File: config.mk
export PLATFORM = sky130hd
export DESIGN_NAME = drktd_ram
export DESIGN_NICKNAME = d
export VERILOG_FILES = /design/src/design/dual_role_key_tap_detector_defines.svh /design/src/design/drktd_ram.sv
export SDC_FILE = /design/constraint.sdc
export NUM_CORES = 2
export LEC_CHECK = 0
export CORE_ASPECT_RATIO = 1.5
export CORE_MARGIN = 2
export CORE_UTILIZATION = 35
export DETAILED_ROUTE_END_ITERATION = 16
export DONT_BUFFER_PORTS = 1
export PLACE_DENSITY_LB_ADDON = 0.1
export SLEW_MARGIN = 10
export SYNTH_ARGS = -nofsm -noshare
export SYNTH_HDL_FRONTEND = slang
export SYNTH_SLANG_ARGS = --single-unit
File: constraint.sdc
create_clock -name clk -period 2.8 [get_ports clk]
set_input_delay 0.56 -clock clk [delete_from_list [all_inputs] [get_ports clk]]
set_output_delay 0.56 -clock clk [all_outputs]
set_load 0.005 [all_outputs]
File: src/design/dual_role_key_tap_detector_defines.svh
// Assertion macros used by the RTL of the dual-role key tap detector.
`ifndef DUAL_ROLE_KEY_TAP_DETECTOR_DEFINES_SVH
`define DUAL_ROLE_KEY_TAP_DETECTOR_DEFINES_SVH

// The consequent must hold in the same cycle as the antecedent.
`define DRKTD_ASSERT_NOW(label, clk, rst_n, ante, cons) \
  label: assert property (@(posedge clk) disable iff (!rst_n) (ante) |-> (cons)) \
    else $error("dual_role_key_tap_detector: assertion failed");

// The consequent must hold in the cycle after the antecedent.
`define DRKTD_ASSERT_NEXT(label, clk, rst_n, ante, cons) \
  label: assert property (@(posedge clk) disable iff (!rst_n) (ante) |=> (cons)) \
    else $error("dual_role_key_tap_detector: assertion failed");

`endif

File: src/design/drktd_ram.sv
module drktd_ram #(
  parameter int WIDTH = 8,
  parameter int DEPTH = 256
) (
  input  logic                     clk,
  input  logic                     we,
  input  logic [$clog2(DEPTH)-1:0] waddr,
  input  logic [WIDTH-1:0]         wdata,
  input  logic                     re,
  input  logic [$clog2(DEPTH)-1:0] raddr,
  output logic [WIDTH-1:0]         rdata
);

  logic [WIDTH-1:0] mem [DEPTH];

  always_ff @(posedge clk) begin
    if (we) begin
      mem[waddr] <= wdata;
    end
    if (re) begin
      rdata <= mem[raddr];
    end
  end

endmodule

Word level (Yosys, flattened, before mapping) --
Memories as Yosys holds them, arrays and structs flattened. A register that Yosys moved wholly into a read port is not among the register bits. Index checks and enable logic that the tools add are counted.
Word-level totals: memories kept 1, flip-flop bits (word level) 0, memory bits (writable) 2048, output and inout bits 8, input port bits 27
Operators by class: mux-type cells 2
Memories:
- mem | words 256, width 8, rd ports 1, clocked after Yosys merged registers in 1, wr ports 1, line drktd_ram.sv:14 | logic [WIDTH-1:0] mem [DEPTH];
Operator list (count):
- two-way mux 1 bit | 2

Logic depth before layout (Yosys ltp) --
depth after elaboration 2, depth in mapped cells 11, mapped depth without buffers 6

Least setup slack after synthesis --
OpenSTA, ideal clock, no wires.
path kind input port to flip-flop, start point input port raddr[0], end point register rdata[2] (read register of mem), data pin, data required time 2.531 ns, arrival time 2.367 ns, stages on the path 9, library setup time 0.269 ns, path slack 0.164 ns, cells stage by stage buf_6 -> buf_12 -> buf_8 -> buf_2 -> mux4_2 -> a22oi_1 -> a21oi_1 -> nor4_1 -> nor4_2
RTL lines:
- start: declaration | line drktd_ram.sv:10 | input logic [$clog2(DEPTH)-1:0] raddr,
- end: declaration | line drktd_ram.sv:11 | output logic [WIDTH-1:0] rdata

==> key figures <==
Global route
  • Largest net degree at the start of global routing: around 580
  • Total congestion overflow: 0
  • First-pass GRT wire length: between 300,000 and 400,000 microns
  • Total GRT Usage: 0.202
  • Initial antenna violation count: 15
  • Vias in the first global route: 41,000

Power
  • Power Density: between 600 and 700 nW/um^2
  • Leak Pwr: between 20 and 30 nW
  • Worst vdd ir: 0.521 mV
  • Design Power: 62.6 mW

Drt
  • Mean routed wirelength per cell: 32.1 microns
  • DRT iter0 DRCs: about 3,000
  • Drt via density: 5.26
  • # DRC: 0
  • Via Count: 38,800
  • TritonRoute pass-1 iters: 5
  • Post-route ant nets: 0
  • DRT Wirelength: 236,000 microns

Placed design
  • HPWL Detailed: 131,000 microns
  • GP Congestion: 0.756
  • Buffers on Ports: 0
  • Placed instance count: 6,986
  • Pre-CTS setup slack: -0.773 ns

Yosys
  • Post-synth top area share: 0.775
  • Count leader, synth: edfxtp_1
  • Synth cell types: 54
  • Yosys reg bits: 2,056
  • Synth Instances: 3,733
  • Synth Area in Adders: 0
  • Post-synth EDFFs: 2,056
  • Post-synth top area cell: edfxtp_1
  • Async set-reset flop share out of synthesis: 0
  • Commonest cells in the netlist: 2,056 x edfxtp_1, 454 x mux4_2, 282 x nor2_1, 134 x mux2i_1, 133 x a22oi_1
  • Synth Net Count: 3,760
  • XOR/XNOR share of the synthesized area: 0
  • Sequential area share after synthesis: 0.775
  • Post-Synthesis Mean Instance Area: roughly 21 sq um
  • Ranking of synthesized cells by area: edfxtp_1 78%, mux4_2 13%, mux2i_1 1.7%, nor2_1 1.3%, a22oi_1 1.3%
  • Synth warn: 0
  • Post-synthesis simple-gate area fraction: 0.0263
  • Synth Cell Area: roughly 80,000 sq um
  • Multiplexer area fraction after synthesis: 0.146
  • Top_reg_cell synth: edfxtp_1
  • Main combinational cell family by area after synthesis: multiplexers
  • Post-synthesis compound-gate area fraction: 0.0342

Timing
  • Slew Viols, Final: 109
  • F_max: 332 MHz
  • Clk_skew: 0.0596 ns
  • Min Tclk post-route: 3.01 ns
  • Worst slew pin tran: 1.60 ns
  • Fin crit share: 1.08
  • Max-slew headroom: -0.0640
  • Slack of the critical path: -0.213 ns
  • Setup violators final: 5
  • RSZ-0062 raised after global routing: no
  • Final hold vios: 0

Die
  • DIE WIDTH: 393 microns
  • Num rows: 214
  • Core region area: around 230,000 sq um
  • Die area: around 230,000 sq um
  • Die Span Y: 588 microns
  • Ports: 35
  • Initial Util: 0.352

Clock tree
  • Reg clk slew, reported paths: 0.07 ns
  • CTS Sinks: 2,056
  • Root Buffer: clkbuf_16
  • Inserted Clock Buffers: approximately 200
  • H-tree depth: 4
  • Clk buf depth: 4
  • Worst-Skew Late Latency: 0.86 ns
  • TritonCTS clock tree: yes

Setup path
  • Crit. End Element: flip-flop
  • CP cell instances: mux4_2 > a22oi_1 > a31oi_1 > nor4_2 > buf_4 > nor4_1
  • Crit path kind: in2reg
  • Worst Path Required: 3.37 ns
  • Worst Path Buf+Inv: 1
  • Slowest cell delay on critical path: 0.66 ns
  • Slowest cell on crit path: mux4_2
  • Setup crit start kind: input pin
  • CP arrival: 3.58 ns
  • Delay-heaviest family, CP: compound AO/OA/AOI/OAI gates
  • CP max FO: 446

Layout
  • Ratio of cells with drive above 1 in the final layout: 0.283
  • Layout area overhead: 16.1%
  • Finished Layout Cells: about 7,400
  • Final Util: 0.408
  • Filler cells: slightly above 20,000
  • Final Net Count: roughly 4,200

Hold path
  • Hold/Removal Path Class: in2reg

Run status
  • Failing checks: max-slew violations, negative setup slack
  • Status: finished with violations

Job
  • Max Cap Violations: 0
[layout make-up]
cell class	count	area, sq um	share of cell area
flip-flops and latches	2056	61700	0.668
multi-input cells	1442	16600	0.179
clock buffers	254	5360	0.0579
repair buffers	493	4290	0.0464
well taps	3024	3780	0.0409
clock inverters	105	709	0.00767
inverters	2	7.51	0.0000812
diodes	1	2.50	0.0000271
[registers in the layout, summed over array words and instances, names as in the netlist]
signal and cells:
mem 2048, rdata 8
[path summary, 6_finish.rpt]
path              start    endpoint  slack [ns]  depth (start not counted)
max            raddr[1]    rdata[5]       -0.21                          6
min            wdata[5]  mem[12][5]        0.11                          1
max reg2reg  mem[43][5]    rdata[5]        0.06                          6
min reg2reg  mem[40][3]    rdata[3]        1.19                          6
[cells in the final DEF, fill, tap and decap left out, drive strengths merged, types with 47 or more instances in the layout]
master  count
clkinv     90
mux2i     134
a21oi      96
clkbuf    254
a22oi     133
o221ai     47
edfxtp   2056
buf       479
mux4      456
nor2      282
[logic make-up after synthesis]
logic type | Yosys count
muxes | 591
and+or+nand+nor | 466
DFF | 2056
AOI/OAI and AO/OA | 385
buffers and inverters | 235
[where the power goes]
part           internal [mW]  switching, mW
Sequential              33.9         0.0764
Clock                   14.3           11.6
Combinational           1.21           1.51
[through the flow]
stage / area, sq um / TNS (ns) / hold WS [ns]
final: 92500 / -0.457 / 0.107
after CTS: 92500 / 0 / 0.0000565
after global routing: 92500 / 0 / 0.00893
after global placement: 85800 / -5.96 / 0.678
after floorplan: 79600 / 0 / 0.659
after detailed placement: 85800 / -4.30 / 0.680
[metal layers]
layer / part of all wire / routed length [microns] / vias up / global-route usage
met1: 0.39 / 93400 / 21100 / 0.247
met2: 0.54 / 129000 / 810 / 0.377
li1: - / - / 16600 / -
met4: 0.024 / 5570 / 2 / 0.0487
met3: 0.038 / 8950 / 289 / 0.0261
met5: 0.000055 / 13 / - / 0
[what timing repair did]
item,in CTS,in global routing
hold buffers,30,1
resized for setup,3,2
endpoints found under the setup margin,3,2
buffers inserted,0,0
hold endpoints to repair,928,5
Note: power is estimated with default switching activity, not from simulation.
