File: src/design/dual_role_key_tap_detector_defines.svh
// Assertion macros used by the RTL of the dual-role key tap detector.
`ifndef DUAL_ROLE_KEY_TAP_DETECTOR_DEFINES_SVH
`define DUAL_ROLE_KEY_TAP_DETECTOR_DEFINES_SVH

// The consequent must hold in the same cycle as the antecedent.
`define DRKTD_ASSERT_NOW(label, clk, rst_n, ante, cons) \
  label: assert property (@(posedge clk) disable iff (!rst_n) (ante) |-> (cons)) \
    else $error("dual_role_key_tap_detector: assertion failed");

// The consequent must hold in the cycle after the antecedent.
`define DRKTD_ASSERT_NEXT(label, clk, rst_n, ante, cons) \
  label: assert property (@(posedge clk) disable iff (!rst_n) (ante) |=> (cons)) \
    else $error("dual_role_key_tap_detector: assertion failed");

`endif

File: src/design/drktd_pkg.sv
package drktd_pkg;

  localparam int KEY_W      = 8;
  localparam int TIME_W     = 32;
  localparam int TIMEOUT_W  = 16;
  localparam int HELD_W     = 9;
  localparam int IN_TDATA_W = 56;

  localparam logic [TIMEOUT_W-1:0] TIMEOUT_RESET = 16'd600;

  typedef enum logic [1:0] {
    FUNC_PRESS     = 2'd0,
    FUNC_RELEASE   = 2'd1,
    FUNC_POINTER   = 2'd2,
    FUNC_MAP_WRITE = 2'd3
  } func_t;

  typedef struct packed {
    func_t             func;
    logic [KEY_W-1:0]  key_code;
    logic [TIME_W-1:0] time_ms;
    logic [KEY_W-1:0]  art_code;
    logic              art_valid;
  } item_t;

  typedef struct packed {
    logic emit;
    logic pt_we;
    logic map_we;
  } ctl_t;

  typedef struct packed {
    logic             load;
    logic [KEY_W-1:0] code;
  } pair_t;

endpackage

File: src/design/drktd_keystate.sv
module drktd_keystate #(
  parameter int NUM_CODES = 256
) (
  input  logic                               clk,
  input  logic                               rst_n,
  input  logic                               step,
  input  drktd_pkg::item_t                   item,
  input  logic [drktd_pkg::TIME_W-1:0]       press_time,
  input  logic [drktd_pkg::TIMEOUT_W-1:0]    timeout,
  output drktd_pkg::ctl_t                    ctl,
  output logic [NUM_CODES-1:0]               key_down,
  output logic [drktd_pkg::HELD_W-1:0]       held_count
);
  import drktd_pkg::*;

  localparam int IDX_W = $clog2(NUM_CODES);
  localparam int CMP_W = KEY_W + 1;

  logic [NUM_CODES-1:0] map_valid_r, map_valid_nxt;
  logic [NUM_CODES-1:0] down_r, down_nxt;
  logic [NUM_CODES-1:0] combo_r, combo_nxt;
  logic [HELD_W-1:0]    held_r, held_nxt;
  logic [IDX_W-1:0]     idx;
  logic                 in_range;
  logic                 mapped;
  logic [TIME_W-1:0]    hold_time;
  logic                 is_tap;

  assign idx       = item.key_code[IDX_W-1:0];
  assign in_range  = {1'b0, item.key_code} < CMP_W'(NUM_CODES);
  assign mapped    = in_range && map_valid_r[idx];
  assign hold_time = item.time_ms - press_time;
  assign is_tap    = mapped && !combo_r[idx] && (hold_time < TIME_W'(timeout));

  always_comb begin
    map_valid_nxt = map_valid_r;
    down_nxt      = down_r;
    combo_nxt     = combo_r;
    held_nxt      = held_r;
    ctl           = '0;
    case (item.func)
      FUNC_PRESS: begin
        if (mapped && !down_r[idx]) begin
          down_nxt[idx] = 1'b1;
          held_nxt      = held_r + HELD_W'(1);
          ctl.pt_we     = 1'b1;
        end else if (held_r != '0) begin
          combo_nxt = down_r;
        end
      end
      FUNC_RELEASE: begin
        if (mapped) begin
          if (down_r[idx]) begin
            down_nxt[idx] = 1'b0;
            held_nxt      = held_r - HELD_W'(1);
          end
          combo_nxt[idx] = 1'b0;
          ctl.emit       = is_tap;
        end
      end
      FUNC_POINTER: begin
        if (held_r != '0) begin
          combo_nxt = down_r;
        end
      end
      FUNC_MAP_WRITE: begin
        if (in_range) begin
          map_valid_nxt[idx] = item.art_valid;
          ctl.map_we         = item.art_valid;
        end
      end
      default: begin
      end
    endcase
  end

  always_ff @(posedge clk) begin
    if (!rst_n) begin
      map_valid_r <= '0;
      down_r      <= '0;
      combo_r     <= '0;
      held_r      <= '0;
    end else if (step) begin
      map_valid_r <= map_valid_nxt;
      down_r      <= down_nxt;
      combo_r     <= combo_nxt;
      held_r      <= held_nxt;
    end
  end

  assign key_down   = down_r;
  assign held_count = held_r;

endmodule

File: config.mk
export PLATFORM = sky130hd
export DESIGN_NAME = drktd_keystate
export DESIGN_NICKNAME = d
export VERILOG_FILES = /design/src/design/dual_role_key_tap_detector_defines.svh /design/src/design/drktd_pkg.sv /design/src/design/drktd_keystate.sv
export SDC_FILE = /design/constraint.sdc
export NUM_CORES = 2
export LEC_CHECK = 0
export BUFFER_PORTS_ARGS = -buffer_cell sky130_fd_sc_hd__buf_2
export CORE_UTILIZATION = 55
export DETAILED_ROUTE_END_ITERATION = 8
export GPL_TIMING_DRIVEN = 0
export PLACE_DENSITY = 0.75
export SLEW_MARGIN = 20
export SYNTH_ARGS = -nofsm -noshare
export SYNTH_HDL_FRONTEND = slang
export SYNTH_SLANG_ARGS = --single-unit
export TNS_END_PERCENT = 50
File: constraint.sdc
create_clock -name clk -period 7.3 [get_ports clk]
set_input_delay 1.46 -clock clk [delete_from_list [all_inputs] [get_ports clk]]
set_output_delay 1.46 -clock clk [all_outputs]
set_load 0.03 [all_outputs]
# --- After elaboration in Yosys (flattened, before gate mapping) ---
# Index checks and enable logic that the tools add are counted.
totals:
  latch_bits: 0
  out_inout_bits: 268
  word_cells: 60
  ram_bits: 0
  mem_count: 0
  regBits: 777
  in_bits: 102
  rom_bits: 0
classes:
  muxes: 26
  add_sub_neg: 3
  n_shift: 0
  n_bitwise: 4
  n_lt_le_gt_ge: 3
  n_eq_ne: 7
  mul: 0
  reduce_logical: 13
  div: 0
ops:
  columns: ["operator", "n"]
  rows:
  - ["256-bit 2-to-1 mux", 6]
  - ["256-bit one-hot mux with 3 select lines", 1]
  - ["256-bit AND", 2]
  - ["256-bit one-hot mux with 2 select lines", 1]
  - ["256-bit bitwise mux", 1]
  - ["256-bit NOT", 1]
  - ["256-bit bitwise OR", 1]
  - ["32-bit by 16-bit less-than comparator with 1-bit output", 1]
  - ["32-bit subtractor", 1]
  - ["9-bit 2-to-1 mux", 3]
  - ["1-bit binary-select mux with 8-bit select", 3]
  - ["9-bit one-hot mux with 2 select lines", 1]
  - ["9-bit by 1-bit adder with 9-bit output (second input constant)", 1]
  - ["8-bit by 9-bit less-than comparator with 1-bit output (second input constant)", 1]
  - ["1-bit 2-to-1 mux", 9]
  - ["9-bit nonzero test", 1]
  - ["9-bit by 1-bit subtractor with 9-bit output (second input constant)", 1]
  - ["1-bit demux with 8-bit select", 1]
  - ["8-bit by 1-bit greater-or-equal comparator with 1-bit output (second input constant)", 1]
  - ["2-bit != test (second input constant)", 4]
  - ["5-bit AND reduction", 1]
  - ["2-bit == test (second input constant)", 2]
  - ["1-bit logical AND", 4]
  - ["4-bit AND reduction", 1]
  - ["other kinds (6)", 7]

# --- Logic depth before layout (Yosys ltp) ---
depth:
  ltp_word: 9
  mapped_depth: 21
  depth_no_buf: 21

# --- Worst setup path after synthesis ---
# Ideal clock, no wire load.
synth_timing:
  path_type: "in2out"
  from: "in press_time[7] (netlist name)"
  to: "out ctl[2] (netlist name)"
  path_slack_ps: 113
  path_stages: 18
  t_arrival_ps: 5727
  n_path_buf: 0
  required_ps: 5840
  path_cell_list: "inv_1 ha_1 a211oi_1 nor2_1 or2_2 o41ai_1 xnor2_1 ha_1 a21o_1 a21o_1 a2bb2oi_1 nand4_1 or4_1 nor4_1 nand4_1 nand4b_1 or4_1 nor4_2"
synth_lines:
  columns: ["element", "line", "text"]
  rows:
  - ["start, declared", "drktd_keystate.sv:8", "input logic [drktd_pkg::TIME_W-1:0] press_time,"]
  - ["end, declared", "drktd_keystate.sv:10", "output drktd_pkg::ctl_t ctl,"]

# --- Worst setup path after layout ---
layout_timing:
  from: "in item[46] (netlist name)"
  to: "reg combo_r[193]"
layout_via:
  elab_chain_len: 8
  elab_cells_between_ends: 18
  cone_classes: "2 x order compare; 2 x eq/ne; 8 x mux; 2 x bitwise; 4 x reduce/logical"
layout_lines:
  columns: ["element", "line", "text"]
  rows:
  - ["start, declared", "drktd_keystate.sv:7", "input drktd_pkg::item_t item,"]
  - ["8-bit by 9-bit less-than comparator with 1-bit output (not written as such) / 8-bit by 1-bit greater-or-equal comparator with 1-bit output (equally long branches)", "drktd_keystate.sv:57", "combo_nxt[idx] = 1'b0;"]
  - ["1-bit logical AND (not written as such)", "drktd_keystate.sv:57", null]
  - ["1-bit 2-to-1 mux (not written as such)", "drktd_keystate.sv:57", null]
  - ["1-bit demux with 8-bit select", "drktd_keystate.sv:57", null]
  - ["256-bit NOT (no line)", null, null]
  - ["256-bit AND (no line)", null, null]
  - ["256-bit 2-to-1 mux", "drktd_keystate.sv:52", "if (mapped) begin"]
  - ["256-bit one-hot mux with 3 select lines", "drktd_keystate.sv:41", "case (item.func)"]
  - ["end signal, assigned", "drktd_keystate.sv:86", "combo_r <= combo_nxt;"]
  - ["end, declared", "drktd_keystate.sv:21", "logic [NUM_CODES-1:0] combo_r, combo_nxt;"]
# Parallel ways exist; a longest one is shown, timed or not. The select of a mux whose other input is x is not followed.
# A chain may end at the register's enable or synchronous reset.

==> results.py <==
metrics = {
    "status": {
        "status": "complete, but fails checks",
        "violations": "max-capacitance violations, max-slew violations, negative setup slack",
    },
    "synthesis": {
        "synth_most_common_cell": "dfxtp_1",
        "synth_flop_cell": "dfxtp_1",
        "synth_enable_flop_cells": 0,
        "syn-cell-area_um2": 40000,
        "synth_area_leader_cell": "dfxtp_1",
        "avgSynthCellArea_um2": 8.80,
        "ys_async_sr_fraction": 0,
        "synth_top_area_share": 0.389,
        "synth_cells": 4547,
        "synth_compound_area_frac": 0.267,
        "synth_top_family_by_area": "compound AO/OA/AOI/OAI gates",
        "syn-num-nets": 4704,
        "synth_adder_area_share": 0.0176,
        "synth_xor_area_frac": 0.00591,
        "ys_types": 76,
        "synth_area_leaders": "dfxtp_1 (39%), mux4_2 (8.6%), o221a_2 (7.1%)",
        "yosys_register_bits": 777,
        "synthMuxAreaShare": 0.113,
        "synth_commonest_cells": "dfxtp_1 (777), nor2_1 (550), o21ai_0 (509)",
        "ys_seq_area_frac": 0.389,
        "ys.warnings.count": 0,
        "yosys.area_share.simple": 0.152,
    },
    "drt": {
        "via_count": 44500,
        "wl_mm": 206,
        "ant_nets": 0,
        "avgViaCountPerCell": 7.37,
        "post_drt_wl_per_cell_um": 34.2,
        "drc": 0,
        "dr.pass1.iters": 8,
        "drtIter0Drc": 8201,
    },
    "clock_tree": {
        "cts_tree": "built",
        "clk_path_buf_depth": 3,
        "numCtsBuffers": 85,
        "clkLatencyLatePin_ps": 680,
        "cts.sinks": 777,
        "clock_tree.root_cell": "clkbuf_16",
        "cts.clk_slew.worst_paths_ps": 60,
        "cts_max_level": 3,
    },
    "global_routing": {
        "grt.overflow.total": 0,
        "grt_pass1_vias": 40500,
        "grt_max_degree": 20,
        "grt_pass1_wl_mm": 287,
        "antenna_found_initial": 16,
        "gr-usage-all-layers": 0.538,
    },
    "critical_path": {
        "start_kind": "primary input",
        "crit_fanout": 10,
        "crit_chain": "buf_2 > clkbuf_1 > nand2_1 > nor2_1 > a22oi_1 > a311o_1 > o311a_1 > a32oi_1 > a21o_1 > or4_1 > clkbuf_1 > clkbuf_1 > o21ai_0 > a22o_1",
        "max_stage_delay_ps": 1180,
        "crit_slowest_cell": "nor2_1",
        "arrival_ps": 8260,
        "path_common_cell": "clkbuf_1",
        "end_kind": "flop",
        "required_ps": 7870,
        "crit_type": "in2reg",
    },
    "pwr": {
        "p_total_mw": 9.94,
        "ir_drop_uv": 265,
        "power_density_nw_per_um2": 212,
        "power.leakage_nw": 16.8,
    },
    "place": {
        "port_buffers": 355,
        "hpwl_mm": 146,
        "gp_congestion": 1.06,
        "place_inst": 5865,
    },
    "sta": {
        "finalCritPeriodShare": 1.05,
        "worstMarginPinSlew_ps": 1520,
        "fin_ws_ps": -389,
        "period_needed_ps": 7690,
        "rsz0062_at_grt": "true",
        "setup_violations": 285,
        "max_freq_mhz": 130,
        "slew_viol_final": 11,
        "clock_skew_ps": 30.7,
        "slew-limit-headroom": -0.0119,
        "finalHoldViolCount": 0,
        "tns_ps": -31250,
    },
    "run": {
        "drv_cap": 1,
    },
    "floorplanning": {
        "core-area_um2": 71700,
        "die-area_um2": 73800,
        "io_pins": 370,
        "fp.dieW_um": 272,
        "initial_core_util": 0.558,
        "row_count": 98,
        "die_height_um": 272,
    },
    "final_layout": {
        "area_delta_synth_final_pct": 17.1,
        "nets": 5166,
        "fin_cells": 6037,
        "drive_gt1_frac": 0.213,
        "fillCellCount": 6195,
    },
    "hold_path": {
        "hold_path.class": "reg2reg",
    },
}
[layout by cell type, fill, tap and decap left out, types with 21 or more instances in the layout]
cell type / instances
a21oi_1: 299
a22o_1: 198
a22oi_1: 44
a32o_1: 65
buf_1: 24
buf_2: 367
buf_4: 25
clkbuf_1: 396
clkbuf_16: 85
clkbuf_2: 22
clkbuf_8: 21
dfxtp_1: 777
ha_1: 45
inv_1: 61
mux2i_1: 90
mux4_2: 152
nand2_1: 410
nand3_1: 112
nand4_1: 201
nor2_1: 538
o21ai_0: 505
o221a_2: 252
[cell families (layout without fill, tap and decap cells)]
group                      after synthesis  in the layout
AOI/OAI and AO/OA                     1508           1508
and+or+nand+nor                       1372           1372
adders and majority gates               55             55
muxes                                  252            252
other                                    0             14
buffers and inverters                  556           1082
xor gates and xnor gates                27             27
DFF                                    777            777
[cell type report]
type | count | area [um2] | area share
inverters | 67 | 258 | 0.00550
repair buffers | 378 | 2090 | 0.0445
clock buffers | 125 | 2470 | 0.0527
well taps | 950 | 1190 | 0.0254
clock inverters | 26 | 310 | 0.00662
multi-input cells | 3214 | 22600 | 0.483
plain buffers | 486 | 2350 | 0.0501
flip-flops and latches | 777 | 15600 | 0.332
diodes | 14 | 35.0 | 0.000748
[routing by layer]
metal  up-vias  part of all wire  GRT usage
li1      18000                 -          -
met1     21200              0.35      0.663
met2      4127              0.39      0.736
met3      1129              0.16      0.213
met4        10              0.10      0.444
met5         -           0.00039          0
[critical path, delay by kind of cell]
kind / cells / cell delay [ps]
buffers and inverters: 4 / 2080
AOI/OAI and AO/OA: 7 / 2590
and+or+nand+nor: 3 / 2090
[what timing repair did]
item | 4_1_cts | 5_1_grt
hold buffers | 0 | 0
endpoints found under the setup margin | 2 | 1
buffers inserted | 10 | 0
gates resized for setup | 155 | 15
pin swaps | 34 | 1
[where the power goes]
group | switching [mW] | internal [mW]
registers | 0.00223 | 4.24
clock network | 1.94 | 2.49
logic | 0.929 | 0.335
total | 2.87 | 7.07
[metrics by stage]
step	util	setup slack (ps)	hold WS, ps	cell area, um2
5_1_grt	0.653	-139	469	46800
3_5_place_dp	0.603	-2210	449	43300
2_1_floorplan	-	113	433	40000
4_1_cts	0.651	-41.0	464	46700
6_report	0.653	-389	466	46900
3_3_place_gp	0.599	-4380	446	43000
[worst paths after layout]
kind	from	to	slack [ps]	cells past startpoint
max	item[46]	combo_r[193]	-390	14
min	map_valid_r[109]	map_valid_r[109]	470	2
max reg2reg	flop	combo_r[193]	1870	12
min reg2reg	map_valid_r[109]	map_valid_r[109]	470	2
Power figures use the tool's default switching activity.
