File: src/design/dual_role_key_tap_detector_defines.svh
// Assertion macros used by the RTL of the dual-role key tap detector.
`ifndef DUAL_ROLE_KEY_TAP_DETECTOR_DEFINES_SVH
`define DUAL_ROLE_KEY_TAP_DETECTOR_DEFINES_SVH

// The consequent must hold in the same cycle as the antecedent.
`define DRKTD_ASSERT_NOW(label, clk, rst_n, ante, cons) \
  label: assert property (@(posedge clk) disable iff (!rst_n) (ante) |-> (cons)) \
    else $error("dual_role_key_tap_detector: assertion failed");

// The consequent must hold in the cycle after the antecedent.
`define DRKTD_ASSERT_NEXT(label, clk, rst_n, ante, cons) \
  label: assert property (@(posedge clk) disable iff (!rst_n) (ante) |=> (cons)) \
    else $error("dual_role_key_tap_detector: assertion failed");

`endif

File: src/design/drktd_pkg.sv
package drktd_pkg;

  localparam int KEY_W      = 8;
  localparam int TIME_W     = 32;
  localparam int TIMEOUT_W  = 16;
  localparam int HELD_W     = 9;
  localparam int IN_TDATA_W = 56;

  localparam logic [TIMEOUT_W-1:0] TIMEOUT_RESET = 16'd600;

  typedef enum logic [1:0] {
    FUNC_PRESS     = 2'd0,
    FUNC_RELEASE   = 2'd1,
    FUNC_POINTER   = 2'd2,
    FUNC_MAP_WRITE = 2'd3
  } func_t;

  typedef struct packed {
    func_t             func;
    logic [KEY_W-1:0]  key_code;
    logic [TIME_W-1:0] time_ms;
    logic [KEY_W-1:0]  art_code;
    logic              art_valid;
  } item_t;

  typedef struct packed {
    logic emit;
    logic pt_we;
    logic map_we;
  } ctl_t;

  typedef struct packed {
    logic             load;
    logic [KEY_W-1:0] code;
  } pair_t;

endpackage

File: src/design/drktd_outq.sv
module drktd_outq (
  input  logic                          clk,
  input  logic                          rst_n,
  input  drktd_pkg::pair_t              pair,
  output logic                          free,
  output logic                          out_tvalid,
  input  logic                          out_tready,
  output logic [drktd_pkg::KEY_W-1:0]   out_tdata,
  output logic                          out_tuser,
  output logic                          out_tlast
);
  import drktd_pkg::*;

  logic             valid_r, valid_nxt;
  logic             pressed_r, pressed_nxt;
  logic [KEY_W-1:0] code_r, code_nxt;

  assign free = !valid_r || (out_tready && !pressed_r);

  always_comb begin
    valid_nxt   = valid_r;
    pressed_nxt = pressed_r;
    code_nxt    = code_r;
    if (pair.load) begin
      valid_nxt   = 1'b1;
      pressed_nxt = 1'b1;
      code_nxt    = pair.code;
    end else if (valid_r && out_tready) begin
      if (pressed_r) begin
        pressed_nxt = 1'b0;
      end else begin
        valid_nxt = 1'b0;
      end
    end
  end

  always_ff @(posedge clk) begin
    if (!rst_n) begin
      valid_r   <= 1'b0;
      pressed_r <= 1'b0;
    end else begin
      valid_r   <= valid_nxt;
      pressed_r <= pressed_nxt;
    end
    code_r <= code_nxt;
  end

  assign out_tvalid = valid_r;
  assign out_tdata  = code_r;
  assign out_tuser  = pressed_r;
  assign out_tlast  = !pressed_r;

endmodule
File: config.mk
export PLATFORM = sky130hd
export DESIGN_NAME = drktd_outq
export DESIGN_NICKNAME = d
export VERILOG_FILES = /design/src/design/dual_role_key_tap_detector_defines.svh /design/src/design/drktd_pkg.sv /design/src/design/drktd_outq.sv
export SDC_FILE = /design/constraint.sdc
export NUM_CORES = 1
export LEC_CHECK = 0
export BUFFER_PORTS_ARGS = -buffer_cell sky130_fd_sc_hd__buf_2
export CELL_PAD_IN_SITES_DETAIL_PLACEMENT = 0
export CELL_PAD_IN_SITES_GLOBAL_PLACEMENT = 1
export CORE_MARGIN = 4
export CORE_UTILIZATION = 23
export DETAILED_ROUTE_END_ITERATION = 6
export PLACE_DENSITY_LB_ADDON = 0.1
export SYNTH_ARGS = -nofsm -noshare
export SYNTH_HDL_FRONTEND = slang
export SYNTH_SLANG_ARGS = --single-unit
File: constraint.sdc
create_clock -name clk -period 0.8 [get_ports clk]
set_input_delay 0.04 -clock clk [delete_from_list [all_inputs] [get_ports clk]]
set_output_delay 0.04 -clock clk [all_outputs]
set_load 0.01 [all_outputs]
Word level (Yosys, flattened, before mapping)
Cells that the tools add are included.
{"block": "op_classes", "eq_ne": 1, "mux": 5, "n_reduce_logical": 7}
{"operator": "$mux W1", "n": 5}
{"operator": "$logic_and A1 B1 Y1", "n": 2}
{"operator": "$logic_not A1 Y1", "n": 2}
{"operator": "$ne A2 B2 Y1 const B", "n": 1}
{"operator": "$reduce_and A2 Y1", "n": 1}
{"operator": "$reduce_bool A2 Y1", "n": 1}
{"operator": "$logic_or A1 B1 Y1", "n": 1}
{"block": "totals", "ff_bits": 10, "in_bits": 12, "out_inout_bits": 12, "elab_cells": 16}

Logic depth before layout (Yosys ltp)
Gate-level depths: netlist of the first run.
{"block": "logic_depth", "word_depth": 3, "ltp_mapped": 2, "mapped_depth_nobuf": 2}

Least setup slack after synthesis of the first run
Ideal clock, no wire load.
{"block": "synth_path", "kind": "reg2reg", "from": "register pressed_r, in the netlist out_tuser", "to": "register valid_r, in the netlist out_tvalid", "setup_time_ps": 74, "t_arrival_ps": 625, "t_required_ps": 726, "path_slack_ps": 101, "stages_incl_launch_ff": 3, "path_buffers": 0, "synth_period_minus_slack_ps": 699, "cell_sequence": "dfxtp_1 -> inv_1 -> a31oi_1"}
{"block": "synth_between", "elab_chain_cells": 2}
{"item": "start: declaration", "line_no": "drktd_outq.sv:15", "text": "logic pressed_r, pressed_nxt;"}
{"item": "start signal: assignment", "line_no": "drktd_outq.sv:43", "text": "pressed_r <= pressed_nxt;"}
{"item": "$ne A2 B2 Y1 (no source line)"}
{"item": "$reduce_and A2 Y1 (no source line)"}
{"item": "end signal: assignment", "line_no": "drktd_outq.sv:42", "text": "valid_r <= valid_nxt;"}
{"item": "end: declaration", "line_no": "drktd_outq.sv:14", "text": "logic valid_r, valid_nxt;"}
Every way passes these cells.
A chain may end at the register's enable or synchronous reset.

Worst setup path in the final report of the first run
{"block": "layout_path", "from": "register pressed_r, in the netlist out_tuser", "to": "output port free"}
{"block": "layout_between", "elab_chain_cells": 3}
{"item": "$logic_not A1 Y1", "line_no": "drktd_outq.sv:18", "text": "assign free = !valid_r || (out_tready && !pressed_r);"}
{"item": "$logic_and A1 B1 Y1", "line_no": "drktd_outq.sv:18"}
{"item": "$logic_or A1 B1 Y1", "line_no": "drktd_outq.sv:18"}
{"item": "end: declaration", "line_no": "drktd_outq.sv:5", "text": "output logic free,"}
Every way passes these cells.

==> results of run 1 <==
layer usage:
| layer | vias up | global-route usage |
|---|---|---|
| li1 | 140 | - |
| met1 | 132 | 0.0673 |
| met2 | 14 | 0.124 |
| met3 | 0 | 0.0518 |
| met4 | 0 | 0.0526 |
| met5 | - | 0 |
power by group:
part / switching [uW] / leakage (uW) / internal (uW)
registers: 14.6 / 0.0000955 / 608
clock network: 138 / 0.0000138 / 172
logic: 69.2 / 0.000149 / 88.1
through the flow:
stage | instance area (um^2) | setup WS [ps] | instances | setup TNS, ps | hold WS, ps
floorplan | 319 | 101 | 18 | 0 | 139
global placement | 453 | 169 | 56 | 0 | 217
detailed placement | 453 | 153 | 56 | 0 | 218
CTS | 568 | -73.1 | 68 | -137 | 19.5
global route | 574 | -126 | 68 | -375 | 18.0
finish | 574 | -54.3 | 68 | -68.0 | 33.2
layout by cell type (no fill, tap or decap):
cell           instances
clkbuf_4               3
o21ai_1                1
dfxtp_2                2
o21ai_0                2
buf_2                 22
a31oi_1                2
inv_1                  3
edfxtp_1               8
dlygate4sd3_1          9
buf_6                  1
worst paths after layout:
check,startpoint,end,slack (ps),depth (start not counted)
min reg2reg,out_tvalid$_SDFFE_PN0P_,out_tuser$_SDFFE_PN0P_,470,1
min,rst_n,out_tvalid$_SDFFE_PN0P_,30,3
max reg2reg,out_tvalid$_SDFFE_PN0P_,out_tvalid$_SDFFE_PN0P_,140,2
max,out_tuser$_SDFFE_PN0P_,free,-50,2
area by class of cell:
| type | count | area (um^2) | area share |
|---|---|---|---|
| inverter | 3 | 11.3 | 0.0196 |
| multi-input combinational | 5 | 27.5 | 0.0479 |
| sequential | 10 | 283 | 0.492 |
| clock buffer | 3 | 22.5 | 0.0392 |
| timing repair buffer | 32 | 211 | 0.368 |
| tap | 15 | 18.8 | 0.0327 |
flip-flops by register name (all words and copies together) (netlist names):
signal,cells
out_tdata,8
out_tvalid,1
out_tuser,1
repair_timing:
item	CTS	global route
hold buffers	9	0
endpoints found under the hold margin	10	0
setup endpoints to repair	8	12
pin swaps	1	0
resized for setup	3	1
cells by family (layout without fill, tap and decap cells):
group / Yosys count / count (layout)
flops: 10 / 10
compound gates: 5 / 5
buf+inv: 3 / 38
worst min-delay path, stage by stage:
cell	delay (ps)
buf_2	100
o21ai_0	60
a31oi_1	40
==> results.cfg, run 1 <==
[outcome]
status = finished with violations
violations = negative setup slack

[logic_synthesis]
synth_simple_gate_area_share = 0
synthesis.area_um2 = 319
synth_enable_flop_cells = 8
synth_most_common_cell = edfxtp_1
synthAdderAreaFrac = 0
synth-xor-area-share = 0
avgSynthCellArea_um2 = 17.7
synth.distinct_cells = 5
syn_inst = 18
synth_nets = 30
synthFlopType = edfxtp_1
synth_seq_cells = 10
synth_top_area_frac = 0.753
synth_mux_area_frac = 0
synth_compound_area_frac = 0.0863
synth_top_family_by_area = compound AO/OA/AOI/OAI gates
synth_commonest_cells = edfxtp_1 (8), inv_1 (3), o21ai_0 (3)
seq_area_frac_synth = 0.878
synth_area_leaders = edfxtp_1 (75%), dfxtp_1 (13%), o21ai_0 (4.7%), a31oi_1 (3.9%), inv_1 (3.5%)
yosysWarnings = 0
async_flop_share = 0
synth_top_cell_by_area = edfxtp_1

[critical_path]
start_kind = register
max_stage_delay_ps = 330
crit_fanout = 4
crit_buf_inv = 1
cp-end-kind = output port
critPathKind = reg2out
critical_path.top_delay_family = flip-flops
worstPathArrival_ps = 810
crit_required_ps = 760
cpMaxStageDelayCell = dfxtp_2
path_cells = o21ai_1 -> buf_2

[floorplanning]
die_height_um = 45.2
start_util = 0.245
die_area_mm2 = 0.00205
rows = 13
top_level_ports = 24
core_area_mm2 = 0.00130
die_x_um = 45.2

[global_route]
antenna_found_initial = 0
grtUsageTotal = 0.0767
first_global_vias = 267
grt_pass1_wl_mm = 1.03
grt_overflow = 0
grt_max_degree = 12

[sta]
hold_viol_final = 0
tightest_slew_ps = 215
finalSetupViolations = 2
drv_slew = 0
rsz0062_at_grt = yes
fin_crit_sh = 1.07
fmax_mhz = 1170
worst_slack_ps = -54.3
finalCriticalPeriod_ps = 854
fin_skew_ps = 0.604
maxSlewHeadroom = 0.857

[routing]
drtIter0Drc = 1
wl_met2_um = 350
detail-route-antenna-nets = 0
wl_met3_um = 89
vias = 286
met1Wirelength_um = 249
dr.pass1.iters = 3
via_per_inst = 4.21
drc = 0
wl_per_cell_um = 10.1
drt-total-wl_um = 690
highest_layer = met3

[clock_network]
cts_setup_buffers = 0
h-tree-depth = 1
clock-root-buffer = clkbuf_4
clk_pin_slew_worst_paths_ps = 60
cts_sinks = 10
numCtsBuffers = 3
insertion_delay_ps = 250
cts_tree = built
clockBufferDepth = 2

[power]
cellPowerDensity_mw_per_mm2 = 1900
power.leakage_uw = 0.000258
p_total_uw = 1090
ir_drop_mv = 0.850

[place]
hpwl_um = 516
port_buffers = 23
gp_congestion = 0.681

[cells_and_area]
drive_above_1_share = 0.528
nets = 67
post-route-util = 0.441
fill_cells = 138
area_delta_synth_final_pct = 80.0
antenna_cells = 0

[min_path]
hold_path_class = in2reg

[flow_run]
maxCapViolations = 0
Note: power is estimated with default switching activity, not from simulation.
==> run 2: changes to the inputs <==
--- a/config.mk
+++ b/config.mk
@@ -8,9 +8,9 @@
 export BUFFER_PORTS_ARGS = -buffer_cell sky130_fd_sc_hd__buf_2
 export CELL_PAD_IN_SITES_DETAIL_PLACEMENT = 0
 export CELL_PAD_IN_SITES_GLOBAL_PLACEMENT = 1
-export CORE_MARGIN = 4
-export CORE_UTILIZATION = 23
+export CORE_AREA = 4 4 41 43
 export DETAILED_ROUTE_END_ITERATION = 6
+export DIE_AREA = 0 0 45 47
 export PLACE_DENSITY_LB_ADDON = 0.1
 export SYNTH_ARGS = -nofsm -noshare
 export SYNTH_HDL_FRONTEND = slang
==> constraint.sdc (replaced) <==
create_clock -name clk -period 1.1 [get_ports clk]
set_input_delay 0.055 -clock clk [delete_from_list [all_inputs] [get_ports clk]]
set_output_delay 0.055 -clock clk [all_outputs]
set_load 0.01 [all_outputs]
==> run 2 against run 1 <==
  * The run now ends clean
  * Combinational power shrank 32%
  * Flip-flop and latch count is the same
  * Power shrank 27%
  * Clock power shrank 23%
  * Register-to-register slack gained 310 ps
  * Via count shrank 6.6%
  * Global-route usage shrank 0.56 points
  * Worst setup slack gained 200 ps
  * Non-clock buffer count shrank 1
  * Largest power group unchanged
  * Highest routed layer unchanged
==> results.cfg, run 2 (synthesis gave the netlist of run 1 again) <==
[flow_run]
maxCapViolations = 0

[clock_network]
numCtsBuffers = 3
insertion_delay_ps = 260
h-tree-depth = 1
cts_resized = 0
clk_pin_slew_worst_paths_ps = 60
cts_tree = built
clock-root-buffer = clkbuf_4
cts_sinks = 10
clockBufferDepth = 2

[routing]
drc = 0
vias = 267
wl_per_cell_um = 9.99
dr.pass1.iters = 2
detail-route-antenna-nets = 0
via_per_inst = 3.99
drtIter0Drc = 1
drt-total-wl_um = 669

[cells_and_area]
area_delta_synth_final_pct = 74.1
post-route-util = 0.427
layout_commonest_cell = buf_2
drive_above_1_share = 0.500
largest_register_ff_count = 8
nets = 66
antenna_cells = 0
final_cell_mix = buf_2 (23), dlygate4sd3_1 (8), edfxtp_1 (8)
final_cells = 67

[floorplanning]
start_util = 0.245
die_height_um = 47
core_area_mm2 = 0.00130
die_area_mm2 = 0.00212
top_level_ports = 24
die_x_um = 45
rows = 13

[critical_path]
crit_fanout = 4
cp-end-kind = output port
crit_required_ps = 1040
critPathKind = reg2out
worstPathArrival_ps = 900
reg2reg_depth = 2
start_kind = register

[place]
hpwl_um = 510
gp_congestion = 0.678
dpl.cell_count = 56
port_buffers = 23

[power]
cellPowerDensity_mw_per_mm2 = 1430
power.switching_uw = 171
power.leakage_uw = 0.000252
p_total_uw = 795
pwr-share-comb = 0.135
ir_drop_mv = 0.561
seq_power_share = 0.565
p_clk_frac = 0.300
swShare = 0.215
p_int_uw = 624

[sta]
maxSlewHeadroom = 0.857
rsz0062_at_grt = no
hold_viol_final = 0
finalSetupViolations = 0
fin_crit_sh = 0.872
tightest_slew_ps = 215
whs_ps = 13.6
drv_slew = 0
fin_skew_ps = 2.83
finalCriticalPeriod_ps = 959
tns_ps = 0
fmax_mhz = 1040

[global_route]
grtUsageTotal = 0.0711
grt_max_degree = 12
grt_overflow = 0
antenna_found_initial = 0
first_global_vias = 266
grt_pass1_wl_mm = 1.03

[outcome]
status = finished, final reports clean

[min_path]
hold_depth = 2
hold_path_class = in2reg
[run 2: what timing repair did]
| action | in CTS | in global routing |
|---|---|---|
| hold buffers | 8 | 0 |
| hold endpoints to repair | 8 | 0 |
| setup buffers | 0 | 0 |
[run 2: metrics by stage]
stage                     instance area, um^2  setup slack [ps]
after CTS                                 556               119
after detailed placement                  453               420
after global routing                      556              45.6
final                                     556               141
after floorplan                           319               401
after global placement                    453               455
[run 2: worst max-delay path, stage by stage, from the launching register on]
cell	delay (ps)
dfxtp_1	330
o21ai_0	170
buf_2	160
[run 2: final timing paths]
check                                        startpoint                 endpoint  slack [ps]
worst max-delay path             out_tuser$_SDFFE_PN0P_                     free         140
worst min-delay path                         out_tready  out_tvalid$_SDFFE_PN0P_          10
worst max register to register   out_tuser$_SDFFE_PN0P_   out_tuser$_SDFFE_PN0P_         450
worst min register to register  out_tvalid$_SDFFE_PN0P_   out_tuser$_SDFFE_PN0P_         480
[run 2: final cells by class]
class | instances | area, um^2
Clock buffer | 3 | 22.5
Inverter | 3 | 11.3
Timing Repair Buffer | 31 | 195
Multi-Input combinational cell | 5 | 27.5
Tap cell | 15 | 18.8
Fill cell | 129 | 746
Sequential cell | 10 | 280
[run 2: layer usage]
metal / track usage / vias up / part of all wire
met5: 0 / - / 0
met3: 0.0345 / 0 / 0.11
met2: 0.110 / 16 / 0.46
li1: - / 134 / -
met1: 0.0753 / 117 / 0.42
met4: 0.0526 / 0 / 0
[run 2: power by group through the flow]
stage | Clock [uW] | Combinational (uW) | Sequential [uW]
6_report | 239 | 107 | 449
4_1_cts | 255 | 110 | 450
5_1_grt | 263 | 119 | 453
3_5_place_dp | 0 | 87.6 | 458
3_3_place_gp | 0 | 86.5 | 457
2_1_floorplan | 0 | 11.9 | 475
==> run 3: changes to the inputs <==
--- a/config.mk
+++ b/config.mk
@@ -12,6 +12,7 @@
 export DETAILED_ROUTE_END_ITERATION = 6
 export DIE_AREA = 0 0 45 47
 export PLACE_DENSITY_LB_ADDON = 0.1
+export RECOVER_POWER = 100
 export SYNTH_ARGS = -nofsm -noshare
 export SYNTH_HDL_FRONTEND = slang
 export SYNTH_SLANG_ARGS = --single-unit
==> run 3 against run 2 <==
  * Clock skew hardly changed
  * Global-route usage did not move
  * Clock power hardly changed
  * Critical path type unchanged
==> results.cfg, run 3 (synthesis gave the netlist of run 1 again) <==
[power]
p_total_uw = 788
power.switching_uw = 172
cellPowerDensity_mw_per_mm2 = 1460
power.leakage_uw = 0.000220
swShare = 0.219
pwr-share-comb = 0.125
ir_drop_mv = 0.557
p_int_uw = 616
p_clk_frac = 0.303
seq_power_share = 0.572

[sta]
fmax_mhz = 1020
whs_ps = 13.6
drv_slew = 0
finalCriticalPeriod_ps = 978
maxSlewHeadroom = 0.660
rsz0062_at_grt = no
fin_skew_ps = 2.83
finalSetupViolations = 0
tightest_slew_ps = 509
tns_ps = 0
hold_viol_final = 0
fin_crit_sh = 0.889

[clock_network]
clockBufferDepth = 2
clock-root-buffer = clkbuf_4
cts_resized = 0
clk_pin_slew_worst_paths_ps = 60
cts_sinks = 10
insertion_delay_ps = 260
h-tree-depth = 1
cts_tree = built
numCtsBuffers = 3

[global_route]
grt_max_degree = 12
antenna_found_initial = 0
grt_pass1_wl_mm = 1.03
grt_overflow = 0
grtUsageTotal = 0.0711
first_global_vias = 266

[min_path]
hold_path_class = in2reg

[cells_and_area]
finish.instance_area_um2 = 541
antenna_cells = 0
nets = 66
fill_cells = 136
largest_register_ff_count = 8
post-route-util = 0.415
layout_commonest_cell = clkbuf_1
final_cell_mix = clkbuf_1 (12), buf_2 (10), dlygate4sd3_1 (8), edfxtp_1 (8)
drive_above_1_share = 0.269
area_delta_synth_final_pct = 69.4

[floorplanning]
die_x_um = 45
start_util = 0.245
die_area_mm2 = 0.00212
rows = 13
top_level_ports = 24
core_area_mm2 = 0.00130
die_height_um = 47

[place]
place_area_um2 = 453
hpwl_um = 510
port_buffers = 23
gp_congestion = 0.678

[flow_run]
maxCapViolations = 0

[critical_path]
critPathKind = reg2out
crit_fanout = 4
cp-end-kind = output port
worstPathArrival_ps = 920
start_kind = register
crit_required_ps = 1040

[routing]
drtIter0Drc = 1
dr.pass1.iters = 2
drc = 0
vias = 266
detail-route-antenna-nets = 0
via_per_inst = 3.97
wl_per_cell_um = 10.0
drt-total-wl_um = 672

[outcome]
status = finished, final reports clean
## run 3: cell types whose count changed in the layout (fill, tap and decap cells not counted), sizes merged
cell	before	now
buf	23	10
clkbuf	3	16
## run 3: worst paths after layout
path / from / to / slack, ps / cells after the start
worst max register to register: out_tuser$_SDFFE_PN0P_ / out_tuser$_SDFFE_PN0P_ / 430 / 2
worst min register to register: out_tvalid$_SDFFE_PN0P_ / out_tuser$_SDFFE_PN0P_ / 490 / 1
worst max-delay path: out_tuser$_SDFFE_PN0P_ / free / 120 / 2
worst min-delay path: out_tready / out_tvalid$_SDFFE_PN0P_ / 10 / 2
## run 3: layout make-up
| class | instances | area, um^2 | area share |
|---|---|---|---|
| Multi-Input combinational cell | 5 | 27.5 | 0.0509 |
| Inverter | 3 | 11.3 | 0.0208 |
| Tap cell | 15 | 18.8 | 0.0347 |
| Timing Repair Buffer | 31 | 180 | 0.333 |
| Sequential cell | 10 | 280 | 0.519 |
| Clock buffer | 3 | 22.5 | 0.0417 |
## run 3: timing repair
| action | in CTS | in global routing |
|---|---|---|
| setup buffers | 0 | 0 |
| hold buffers | 8 | 0 |
| endpoints found under the hold margin | 8 | 0 |
| endpoints found under the setup margin | 0 | 0 |
## run 3: power by group through the flow
stage	combinational [uW]	sequential (uW)	clock, uW
final	98.7	451	239
after global routing	110	454	263
after CTS	110	450	255
after detailed placement	87.6	458	0
after global placement	86.5	457	0
after floorplan	11.9	475	0
## run 3: per-layer routing
metal | wire length (um) | vias to the layer above | global-route usage
met5 | 0 | - | 0
met4 | 0 | 0 | 0.0526
met3 | 84 | 0 | 0.0345
met2 | 307 | 16 | 0.110
met1 | 280 | 116 | 0.0753
li1 | - | 134 | -
## run 3: worst max-delay path: stages, from the launching register on
cell and delay [ps]:
dfxtp_1 330, o21ai_0 180, clkbuf_2 160
## run 3: per-stage QoR
step	std cells	worst slack (ps)
5_1_grt	67	26.4
3_5_place_dp	56	420
4_1_cts	67	119
6_report	67	122
2_1_floorplan	18	401
3_3_place_gp	56	455
